===== src/rtl/core/hu2ps2_pkg.sv =====
`default_nettype none
package hu2ps2_pkg;

  localparam int unsigned MaxBytes = 4;
  localparam int unsigned QueueDepth = 2;

  localparam logic [7:0] BreakBit = 8'h80;
  localparam logic [15:0] UsagePrtsc = 16'h0046;
  localparam logic [15:0] UsagePause = 16'h0048;
  localparam logic [15:0] PrefixMask = 16'hFF00;
  localparam logic [15:0] CodePrtscExtra = 16'hE02A;
  localparam logic [15:0] CodePauseExtra = 16'hE11D;

  typedef enum logic [0:0] {
    KindKeyboard = 1'b0,
    KindConsumer = 1'b1
  } kind_t;

  typedef struct packed {
    logic        kind;
    logic [15:0] usage;
    logic        key_break;
  } event_t;

  typedef struct packed {
    logic [7:0] scan_byte;
    logic       status;
    logic       last;
  } result_t;

  // Classified event handed from front to back: up to four bytes, already final.
  typedef struct packed {
    logic [MaxBytes-1:0][7:0] bytes;
    logic [2:0]               count;
    logic                     err;
  } job_t;

  function automatic logic [15:0] kbd_code(input logic [7:0] u);
    logic [15:0] c;
    c = 16'h0000;
    case (u)
      8'h04: c = 16'h001e; 8'h05: c = 16'h0030; 8'h06: c = 16'h002e; 8'h07: c = 16'h0020;
      8'h08: c = 16'h0012; 8'h09: c = 16'h0021; 8'h0A: c = 16'h0022; 8'h0B: c = 16'h0023;
      8'h0C: c = 16'h0017; 8'h0D: c = 16'h0024; 8'h0E: c = 16'h0025; 8'h0F: c = 16'h0026;
      8'h10: c = 16'h0032; 8'h11: c = 16'h0031; 8'h12: c = 16'h0018; 8'h13: c = 16'h0019;
      8'h14: c = 16'h0010; 8'h15: c = 16'h0013; 8'h16: c = 16'h001f; 8'h17: c = 16'h0014;
      8'h18: c = 16'h0016; 8'h19: c = 16'h002f; 8'h1A: c = 16'h0011; 8'h1B: c = 16'h002d;
      8'h1C: c = 16'h0015; 8'h1D: c = 16'h002c; 8'h1E: c = 16'h0002; 8'h1F: c = 16'h0003;
      8'h20: c = 16'h0004; 8'h21: c = 16'h0005; 8'h22: c = 16'h0006; 8'h23: c = 16'h0007;
      8'h24: c = 16'h0008; 8'h25: c = 16'h0009; 8'h26: c = 16'h000a; 8'h27: c = 16'h000b;
      8'h28: c = 16'h001c; 8'h29: c = 16'h0001; 8'h2A: c = 16'h000e; 8'h2B: c = 16'h000f;
      8'h2C: c = 16'h0039; 8'h2D: c = 16'h000c; 8'h2E: c = 16'h000d; 8'h2F: c = 16'h001a;
      8'h30: c = 16'h001b; 8'h31: c = 16'h002b; 8'h32: c = 16'h002b; 8'h33: c = 16'h0027;
      8'h34: c = 16'h0028; 8'h35: c = 16'h0029; 8'h36: c = 16'h0033; 8'h37: c = 16'h0034;
      8'h38: c = 16'h0035; 8'h39: c = 16'h003a; 8'h3A: c = 16'h003b; 8'h3B: c = 16'h003c;
      8'h3C: c = 16'h003d; 8'h3D: c = 16'h003e; 8'h3E: c = 16'h003f; 8'h3F: c = 16'h0040;
      8'h40: c = 16'h0041; 8'h41: c = 16'h0042; 8'h42: c = 16'h0043; 8'h43: c = 16'h0044;
      8'h44: c = 16'h0057; 8'h45: c = 16'h0058; 8'h46: c = 16'hE037; 8'h47: c = 16'h0046;
      8'h48: c = 16'h0045; 8'h49: c = 16'hE052; 8'h4A: c = 16'hE047; 8'h4B: c = 16'hE049;
      8'h4C: c = 16'hE053; 8'h4D: c = 16'hE04F; 8'h4E: c = 16'hE051; 8'h4F: c = 16'hE04D;
      8'h50: c = 16'hE04B; 8'h51: c = 16'hE050; 8'h52: c = 16'hE048; 8'h53: c = 16'h0045;
      8'h54: c = 16'hE035; 8'h55: c = 16'h0037; 8'h56: c = 16'h004a; 8'h57: c = 16'h004e;
      8'h58: c = 16'hE01C; 8'h59: c = 16'h004f; 8'h5A: c = 16'h0050; 8'h5B: c = 16'h0051;
      8'h5C: c = 16'h004b; 8'h5D: c = 16'h004c; 8'h5E: c = 16'h004d; 8'h5F: c = 16'h0047;
      8'h60: c = 16'h0048; 8'h61: c = 16'h0049; 8'h62: c = 16'h0052; 8'h63: c = 16'h0053;
      8'h64: c = 16'h0056; 8'h65: c = 16'hE05D; 8'h66: c = 16'hE05E; 8'h67: c = 16'h0075;
      8'h68: c = 16'h00b7; 8'h69: c = 16'h00b8; 8'h6A: c = 16'h00b9; 8'h6B: c = 16'h00ba;
      8'h6C: c = 16'h00bb; 8'h6D: c = 16'h00bc; 8'h6E: c = 16'h00bd; 8'h6F: c = 16'h00be;
      8'h70: c = 16'h00bf; 8'h71: c = 16'h00c0; 8'h72: c = 16'h00c1; 8'h73: c = 16'h00c2;
      8'h74: c = 16'h0086; 8'h75: c = 16'h008a; 8'h76: c = 16'h0082; 8'h77: c = 16'h0084;
      8'h78: c = 16'h0080; 8'h79: c = 16'h0081; 8'h7A: c = 16'h0083; 8'h7B: c = 16'h0089;
      8'h7C: c = 16'h0085; 8'h7D: c = 16'h0087; 8'h7E: c = 16'h0088; 8'h7F: c = 16'h0071;
      8'h80: c = 16'h0073; 8'h81: c = 16'h0072; 8'h85: c = 16'h0079; 8'h87: c = 16'h0059;
      8'h88: c = 16'h005d; 8'h89: c = 16'h007c; 8'h8A: c = 16'h005c; 8'h8B: c = 16'h005e;
      8'h8C: c = 16'h005f; 8'h90: c = 16'h007a; 8'h91: c = 16'h007b; 8'h92: c = 16'h005a;
      8'h93: c = 16'h005b; 8'h94: c = 16'h0055;
      8'hE0: c = 16'h001D; 8'hE1: c = 16'h002A; 8'hE2: c = 16'h0038; 8'hE3: c = 16'hE05B;
      8'hE4: c = 16'hE01D; 8'hE5: c = 16'h0036; 8'hE6: c = 16'hE038; 8'hE7: c = 16'hE05C;
      8'hE8: c = 16'h00a4; 8'hE9: c = 16'h00a6; 8'hEA: c = 16'h00a5; 8'hEB: c = 16'h00a3;
      8'hEC: c = 16'h00a1; 8'hED: c = 16'h0073; 8'hEE: c = 16'h0072; 8'hEF: c = 16'h0071;
      8'hF0: c = 16'h0096; 8'hF1: c = 16'h009e; 8'hF2: c = 16'h009f; 8'hF3: c = 16'h0080;
      8'hF4: c = 16'h0088; 8'hF5: c = 16'h00b1; 8'hF6: c = 16'h00b2; 8'hF7: c = 16'h00b0;
      8'hF8: c = 16'h008e; 8'hF9: c = 16'h0098; 8'hFA: c = 16'h00ad; 8'hFB: c = 16'h008c;
      default: c = 16'h0000;
    endcase
    return c;
  endfunction

  function automatic logic [15:0] cons_code(input logic [15:0] u);
    logic [15:0] c;
    c = 16'h0000;
    case (u)
      16'h00B5: c = 16'hE019; 16'h00B6: c = 16'hE010; 16'h00B7: c = 16'hE024;
      16'h00CD: c = 16'hE022; 16'h00E2: c = 16'hE020; 16'h00E9: c = 16'hE030;
      16'h00EA: c = 16'hE02E; 16'h0183: c = 16'hE06D; 16'h018A: c = 16'hE06C;
      16'h0192: c = 16'hE021; 16'h0194: c = 16'hE06B; 16'h0221: c = 16'hE065;
      16'h0223: c = 16'hE032; 16'h0224: c = 16'hE06A; 16'h0225: c = 16'hE069;
      16'h0226: c = 16'hE068; 16'h0227: c = 16'hE067; 16'h022A: c = 16'hE066;
      default: c = 16'h0000;
    endcase
    return c;
  endfunction

endpackage
`default_nettype wire


===== src/rtl/core/hu2ps2_front.sv =====
`default_nettype none
module hu2ps2_front import hu2ps2_pkg::*; (
  input  wire logic   clk,
  input  wire logic   rst,
  input  wire logic   in_valid,
  input  wire event_t in_event,
  output logic        out_valid,
  output job_t        out_job
);

  logic        is_kbd;
  logic [15:0] code;
  job_t        job_next;

  // Append one code's bytes, prefix first, stopping at a zero byte.
  function automatic job_t put_code(input job_t j, input logic [15:0] c, input logic brk);
    job_t r;
    logic [7:0] b0;
    logic [7:0] b1;
    r = j;
    if ((c & PrefixMask) != 16'h0000) begin
      b0 = c[15:8];
      b1 = c[7:0];
    end else begin
      b0 = c[7:0];
      b1 = 8'h00;
    end
    if (b0 != 8'h00 && r.count < 3'(MaxBytes)) begin
      r.bytes[r.count[1:0]] = brk ? (b0 | BreakBit) : b0;
      r.count = r.count + 3'd1;
      if (b1 != 8'h00 && r.count < 3'(MaxBytes)) begin
        r.bytes[r.count[1:0]] = brk ? (b1 | BreakBit) : b1;
        r.count = r.count + 3'd1;
      end
    end
    return r;
  endfunction

  // Table lookup and byte sequence assembly
  always_comb begin
    is_kbd = (in_event.kind == KindKeyboard);
    if (is_kbd) begin
      code = (in_event.usage[15:8] == 8'h00) ? kbd_code(in_event.usage[7:0]) : 16'h0000;
    end else begin
      code = cons_code(in_event.usage);
    end
    job_next = '0;
    if (code == 16'h0000) begin
      job_next.err = 1'b1;
      job_next.count = 3'd1;
    end else begin
      if (is_kbd && in_event.usage == UsagePrtsc && !in_event.key_break) begin
        job_next = put_code(job_next, CodePrtscExtra, 1'b0);
      end
      if (is_kbd && in_event.usage == UsagePause) begin
        job_next = put_code(job_next, CodePauseExtra, in_event.key_break);
      end
      job_next = put_code(job_next, code, in_event.key_break);
      if (is_kbd && in_event.usage == UsagePrtsc && in_event.key_break) begin
        job_next = put_code(job_next, CodePrtscExtra, 1'b1);
      end
    end
  end

  always_ff @(posedge clk) begin
    if (rst) begin
      out_valid <= 1'b0;
    end else begin
      out_valid <= in_valid;
    end
    out_job <= job_next;
  end

endmodule
`default_nettype wire


===== src/rtl/core/hu2ps2_queue.sv =====
`default_nettype none
module hu2ps2_queue import hu2ps2_pkg::*; (
  input  wire logic clk,
  input  wire logic rst,
  input  wire logic push,
  input  wire job_t push_job,
  input  wire logic pop,
  output logic      empty,
  output logic      full,
  output job_t      head
);

  localparam int unsigned PtrW = $clog2(QueueDepth);

  job_t            mem [QueueDepth];
  logic [PtrW-1:0] wptr;
  logic [PtrW-1:0] rptr;
  logic [PtrW:0]   fill;

  assign empty = (fill == '0);
  assign full  = (fill == (PtrW+1)'(QueueDepth));
  assign head  = mem[rptr];

  // Pointer and fill bookkeeping
  always_ff @(posedge clk) begin
    if (rst) begin
      wptr <= '0;
      rptr <= '0;
      fill <= '0;
    end else begin
      if (push) wptr <= wptr + 1'b1;
      if (pop)  rptr <= rptr + 1'b1;
      if (push && !pop) fill <= fill + 1'b1;
      else if (pop && !push) fill <= fill - 1'b1;
    end
  end

  always_ff @(posedge clk) begin
    if (push) mem[wptr] <= push_job;
  end

endmodule
`default_nettype wire


===== src/rtl/core/hu2ps2_back.sv =====
`default_nettype none
module hu2ps2_back import hu2ps2_pkg::*; (
  input  wire logic clk,
  input  wire logic rst,
  input  wire logic job_valid,
  input  wire job_t job,
  output logic      job_done,
  output logic      strobe,
  output result_t   result
);

  logic [1:0] idx;
  logic       last_byte;

  assign last_byte = ({1'b0, idx} + 3'd1 == job.count);
  assign job_done  = job_valid && last_byte;

  // Byte sequencer: one byte per cycle from the queue head
  always_ff @(posedge clk) begin
    if (rst) begin
      idx    <= '0;
      strobe <= 1'b0;
    end else begin
      strobe <= job_valid;
      if (job_valid) idx <= last_byte ? 2'd0 : idx + 2'd1;
    end
    result.scan_byte <= job.bytes[idx];
    result.status    <= job.err;
    result.last      <= last_byte;
  end

endmodule
`default_nettype wire


===== src/rtl/core/hid_usage_to_ps2_scancode_unit.sv =====
`default_nettype none
// An accepted start is registered in the front stage, queued, then sequenced into registered result bytes.
// Throughput: one result byte per cycle while the queue holds a job; an event's 1 to 4 bytes, by its byte count,
// leave one by one through the single-byte output sequencer.
// The receiver cannot stall; busy rises when the event queue is full or about to fill.
// Synchronous reset empties the queue and clears the sequencer; no tables need clearing.
module hid_usage_to_ps2_scancode_unit import hu2ps2_pkg::*; (
  input  wire logic   clk,
  input  wire logic   rst,
  input  wire logic   start,
  input  wire event_t in_data,
  output logic        busy,
  output logic        strobe,
  output result_t     out_data
);

  logic f_valid;
  job_t f_job;
  logic q_empty;
  logic q_full;
  job_t q_head;
  logic q_pop;
  logic accept;
  logic fill_one;

  // Busy one slot early so a job still in the front register always finds room.
  assign busy   = q_full || (f_valid && fill_one);
  assign accept = start && !busy;

  assign fill_one = !q_empty && !q_full && !q_pop;

  hu2ps2_front u_front (
    .clk(clk), .rst(rst), .in_valid(accept), .in_event(in_data),
    .out_valid(f_valid), .out_job(f_job)
  );

  hu2ps2_queue u_queue (
    .clk(clk), .rst(rst), .push(f_valid), .push_job(f_job), .pop(q_pop),
    .empty(q_empty), .full(q_full), .head(q_head)
  );

  hu2ps2_back u_back (
    .clk(clk), .rst(rst), .job_valid(!q_empty), .job(q_head),
    .job_done(q_pop), .strobe(strobe), .result(out_data)
  );

`ifndef NO_ASSERTIONS
  a_no_overflow: assert property (@(posedge clk) disable iff (rst)
    f_valid |-> (!q_full || q_pop))
    else $error("event queue overflow");
  a_err_single: assert property (@(posedge clk) disable iff (rst)
    (strobe && out_data.status) |-> (out_data.last && out_data.scan_byte == 8'h00))
    else $error("error result malformed");
  a_strobe_follows: assert property (@(posedge clk) disable iff (rst)
    strobe |-> $past(!q_empty))
    else $error("strobe without queued job");
`endif

endmodule
`default_nettype wire


===== config.mk =====
export PLATFORM = sky130hd
export DESIGN_NAME = hid_usage_to_ps2_scancode_unit
export DESIGN_NICKNAME = d
export VERILOG_FILES = /design/src/rtl/core/hu2ps2_pkg.sv /design/src/rtl/core/hu2ps2_front.sv /design/src/rtl/core/hu2ps2_queue.sv /design/src/rtl/core/hu2ps2_back.sv /design/src/rtl/core/hid_usage_to_ps2_scancode_unit.sv
export SDC_FILE = /design/constraint.sdc
export NUM_CORES = 1
export LEC_CHECK = 0
export ABC_AREA = 1
export BUFFER_PORTS_ARGS = -buffer_cell sky130_fd_sc_hd__buf_2
export CORE_ASPECT_RATIO = 2
export CORE_MARGIN = 2
export CORE_UTILIZATION = 30
export DETAILED_ROUTE_END_ITERATION = 16
export SLEW_MARGIN = 40
export SYNTH_ARGS = -nofsm -noshare
export SYNTH_HDL_FRONTEND = slang
export SYNTH_MEMORY_MAX_BITS = 65536
export SYNTH_SLANG_ARGS = --single-unit

===== constraint.sdc =====
create_clock -name clk -period 4.6 [get_ports clk]
set_input_delay 0.46 -clock clk [delete_from_list [all_inputs] [get_ports clk]]
set_output_delay 0.46 -clock clk [all_outputs]
set_load 0.05 [all_outputs]

==> results.cfg <==
[placement]
port_buffers = 32
pre_cts_ws_ns = 0.00876
post-dp-hpwl_um = 22500
post_dp_cell_area_um2 = 8340
place.gp.congestion = 1.11

[floorplanning]
die_x_um = 117
placementRows = 82
die_h_um = 230
io_pins = 33
die-area_um2 = 27000
initial_core_util_pct = 30.6
core_area_um2 = 25100

[cts]
root_buffer = clkbuf_16
cts_tree = built
postCtsSetupBuffers = 0
clkTransAtPathRegs_ns = 0.05
postCtsHoldBufs = 0
clock_latency_ns = 0.47
cts.sinks = 127
cts_max_level = 4
cts_buffer_depth = 3
ctsResizeCount = 0
cts-buffers-inserted = 25

[timing]
slew_violations = 0
fin_hold_ws_ns = 0.233
tightestPinTransition_ns = 0.713
clock_skew_ns = 0.0141
slew_headroom_pct = 52.5
rsz0062_at_grt = false
period_minus_slack_ns = 4.25
hold_violations = 0
worst_slack_ns = 0.352
max_freq_mhz = 235
fin_crit_sh_pct = 92.4
setup_viol = 0

[yosys]
synth_cell_types = 43
synth_largest_area_cell = edfxtp_1
yosysSeqAreaShare_pct = 42.4
yosys-top-cells-area = edfxtp_1 (28%), dfxtp_1 (14%), nand2_1 (14%)
ys.flop_type = edfxtp_1
syn-num-nets = 1105
synth_area_um2 = 7690
ys_async_sr_fraction_pct = 0
synth-edff-count = 72
synth.most_common_cell = nand2_1
avgSynthCellArea_um2 = 7.26
synthTopCellsByCount = nand2_1 (287), nor2_1 (185), nand3_1 (86)
yosys.area.top_type_share_pct = 28.1
ys_ff_latch = 127
yosys_warnings = 0
syn_inst = 1059

[global_route]
first_global_vias = 7707
grt_use_total_pct = 21.7
grt_first_pass_wirelength_um = 43000
antenna_found_initial = 0
grt_max_degree = 41
overflow = 0

[final_layout]
antenna_cells = 0
layout.nets = 1160
seq_area_um2 = 3260
final_util_pct = 35.9
fill_cells = 2686
drive_above_1_share_pct = 13.1
multi_input_area_um2 = 3860
area_delta_synth_final_pct = 17.4
final_area_um2 = 9030

[worst_setup_path]
rr_worst_depth = 13
worstSetupEndpointType = flip-flop
crit_type = primary input to flip-flop
r2r_end = u_queue.fill[1]$_SDFFE_PP0P_
required_ns = 4.96
arrival_ns = 4.60
startpoint_type = primary input
cp-startpoint = in_data[1]
crit_path_max_fanout = 11
regToRegSetupSlack_ns = 1.90

[routing]
vias = 7562
drt-total-wl_um = 28800
drc = 0
vias_per_cell = 5.19
drtIter0Drc = 534
dr.pass1.iters = 5
ant_nets = 0
wl_per_cell_um = 19.8

[power]
power_density_nw_per_um2 = 418
cellLeakagePower_nw = 3.91
peakVddDrop_mv = 0.211
p_total_mw = 3.78

[worst_hold_path]
min_path_type = primary input to flip-flop
worstHoldPathCells = 3
hold_start = start
hold_end = u_front.out_valid$_SDFF_PP0_

[run]
drv_cap = 0

[run_status]
status = completed
==> critical path, cell delays in order <==
cell	delay (ns)
buf_2	0.10
inv_1	0.29
ha_1	0.40
nand2_1	0.11
nor2_1	0.52
inv_1	0.26
a31oi_1	0.28
o21ai_0	0.14
nand2_1	0.10
nand2_1	0.07
nand2_2	0.19
o21ai_1	0.14
nand3_2	0.15
nand2_1	0.10
nand2_1	0.09
nand2_2	0.10
inv_2	0.12
ha_1	0.27
inv_1	0.11
nand2_1	0.12
nand3_1	0.08
nand2_1	0.06
nand2_1	0.12
nand2_1	0.15
nor2_1	0.05
==> through the flow <==
step / setup TNS, ns / std cells
CTS: 0 / 1456
detailed placement: 0 / 1423
finish: 0 / 1456
global route: 0 / 1456
floorplan: 0 / 1059
global placement: -0.107 / 1421
==> per-layer routing <==
layer	wire (um)	global-route usage (%)	vias up
met5	0	0	-
met4	3400	22.1	0
met3	1250	3.28	178
met2	15500	40.6	342
met1	8660	17.7	3447
li1	-	-	3595
==> cells by family after synthesis <==
group                      count (synthesis)  synth area share, %
AOI/OAI and AO/OA                        168                 12.2
adders and majority gates                 25                 4.07
xor gates and xnor gates                   4                0.456
and+or+nand+nor                          609                 33.3
DFF                                      127                 42.4
buffers and inverters                    126                 7.58
==> worst max path at each step <==
stage / end / slack [ns] / cells after the start
floorplan: u_front.out_job[28]$_SDFF_PN0_ / 1.05 / 19
detailed placement: u_front.out_job[16]$_SDFF_PN0_ / 0.009 / 25
finish: u_front.out_job[12]$_SDFF_PN0_ / 0.35 / 25
global placement: u_front.out_job[14]$_SDFF_PN0_ / -0.03 / 25
CTS: u_front.out_job[12]$_SDFF_PN0_ / 0.50 / 25
global route: u_front.out_job[22]$_SDFF_PN0_ / 0.11 / 25
==> cell usage in the layout, fill, tap and decap left out, types with 2 or more instances in the layout <==
cell type	n
a21oi_1	48
a31oi_1	13
buf_16	2
buf_2	32
buf_4	32
clkbuf_16	25
clkbuf_8	2
clkinv_1	6
clkinv_2	2
dfxtp_1	55
edfxtp_1	72
ha_1	25
inv_1	73
inv_2	9
inv_4	2
nand2_1	287
nand2_2	11
nand3_1	86
nand3_2	4
nand3b_1	5
nand4_1	6
nor2_1	183
nor2_2	12
nor2_4	6
nor3_1	7
o211ai_1	7
o21ai_0	63
o21ai_1	14
o21ai_2	2
o21bai_1	2
o22ai_1	10
xnor2_1	2
xor2_1	2
==> power breakdown <==
part	total, mW	internal [mW]	switching (mW)
sequential	1.37	1.33	0.0430
combinational	0.928	0.255	0.672
clock	1.48	0.991	0.484
total	3.78	2.58	1.20
==> final cells by class <==
| cell class | instances | share of cell area (%) |
|---|---|---|
| multi-input cells | 806 | 42.7 |
| clock inverters | 6 | 0.319 |
| clock buffers | 27 | 7.23 |
| inverters | 87 | 3.67 |
| flip-flops and latches | 127 | 36.1 |
| repair buffers | 67 | 5.27 |
| well taps | 336 | 4.66 |
==> registers in the layout (all words and copies together) (netlist names), named ones only <==
signal	count
u_queue.mem	72
u_front.out_job	36
u_back.result	10
u_back.idx	2
u_queue.fill	2
u_back.strobe	1
u_front.out_valid	1
u_queue.rptr	1
u_queue.wptr	1
(Power assumes the default switching activity.)
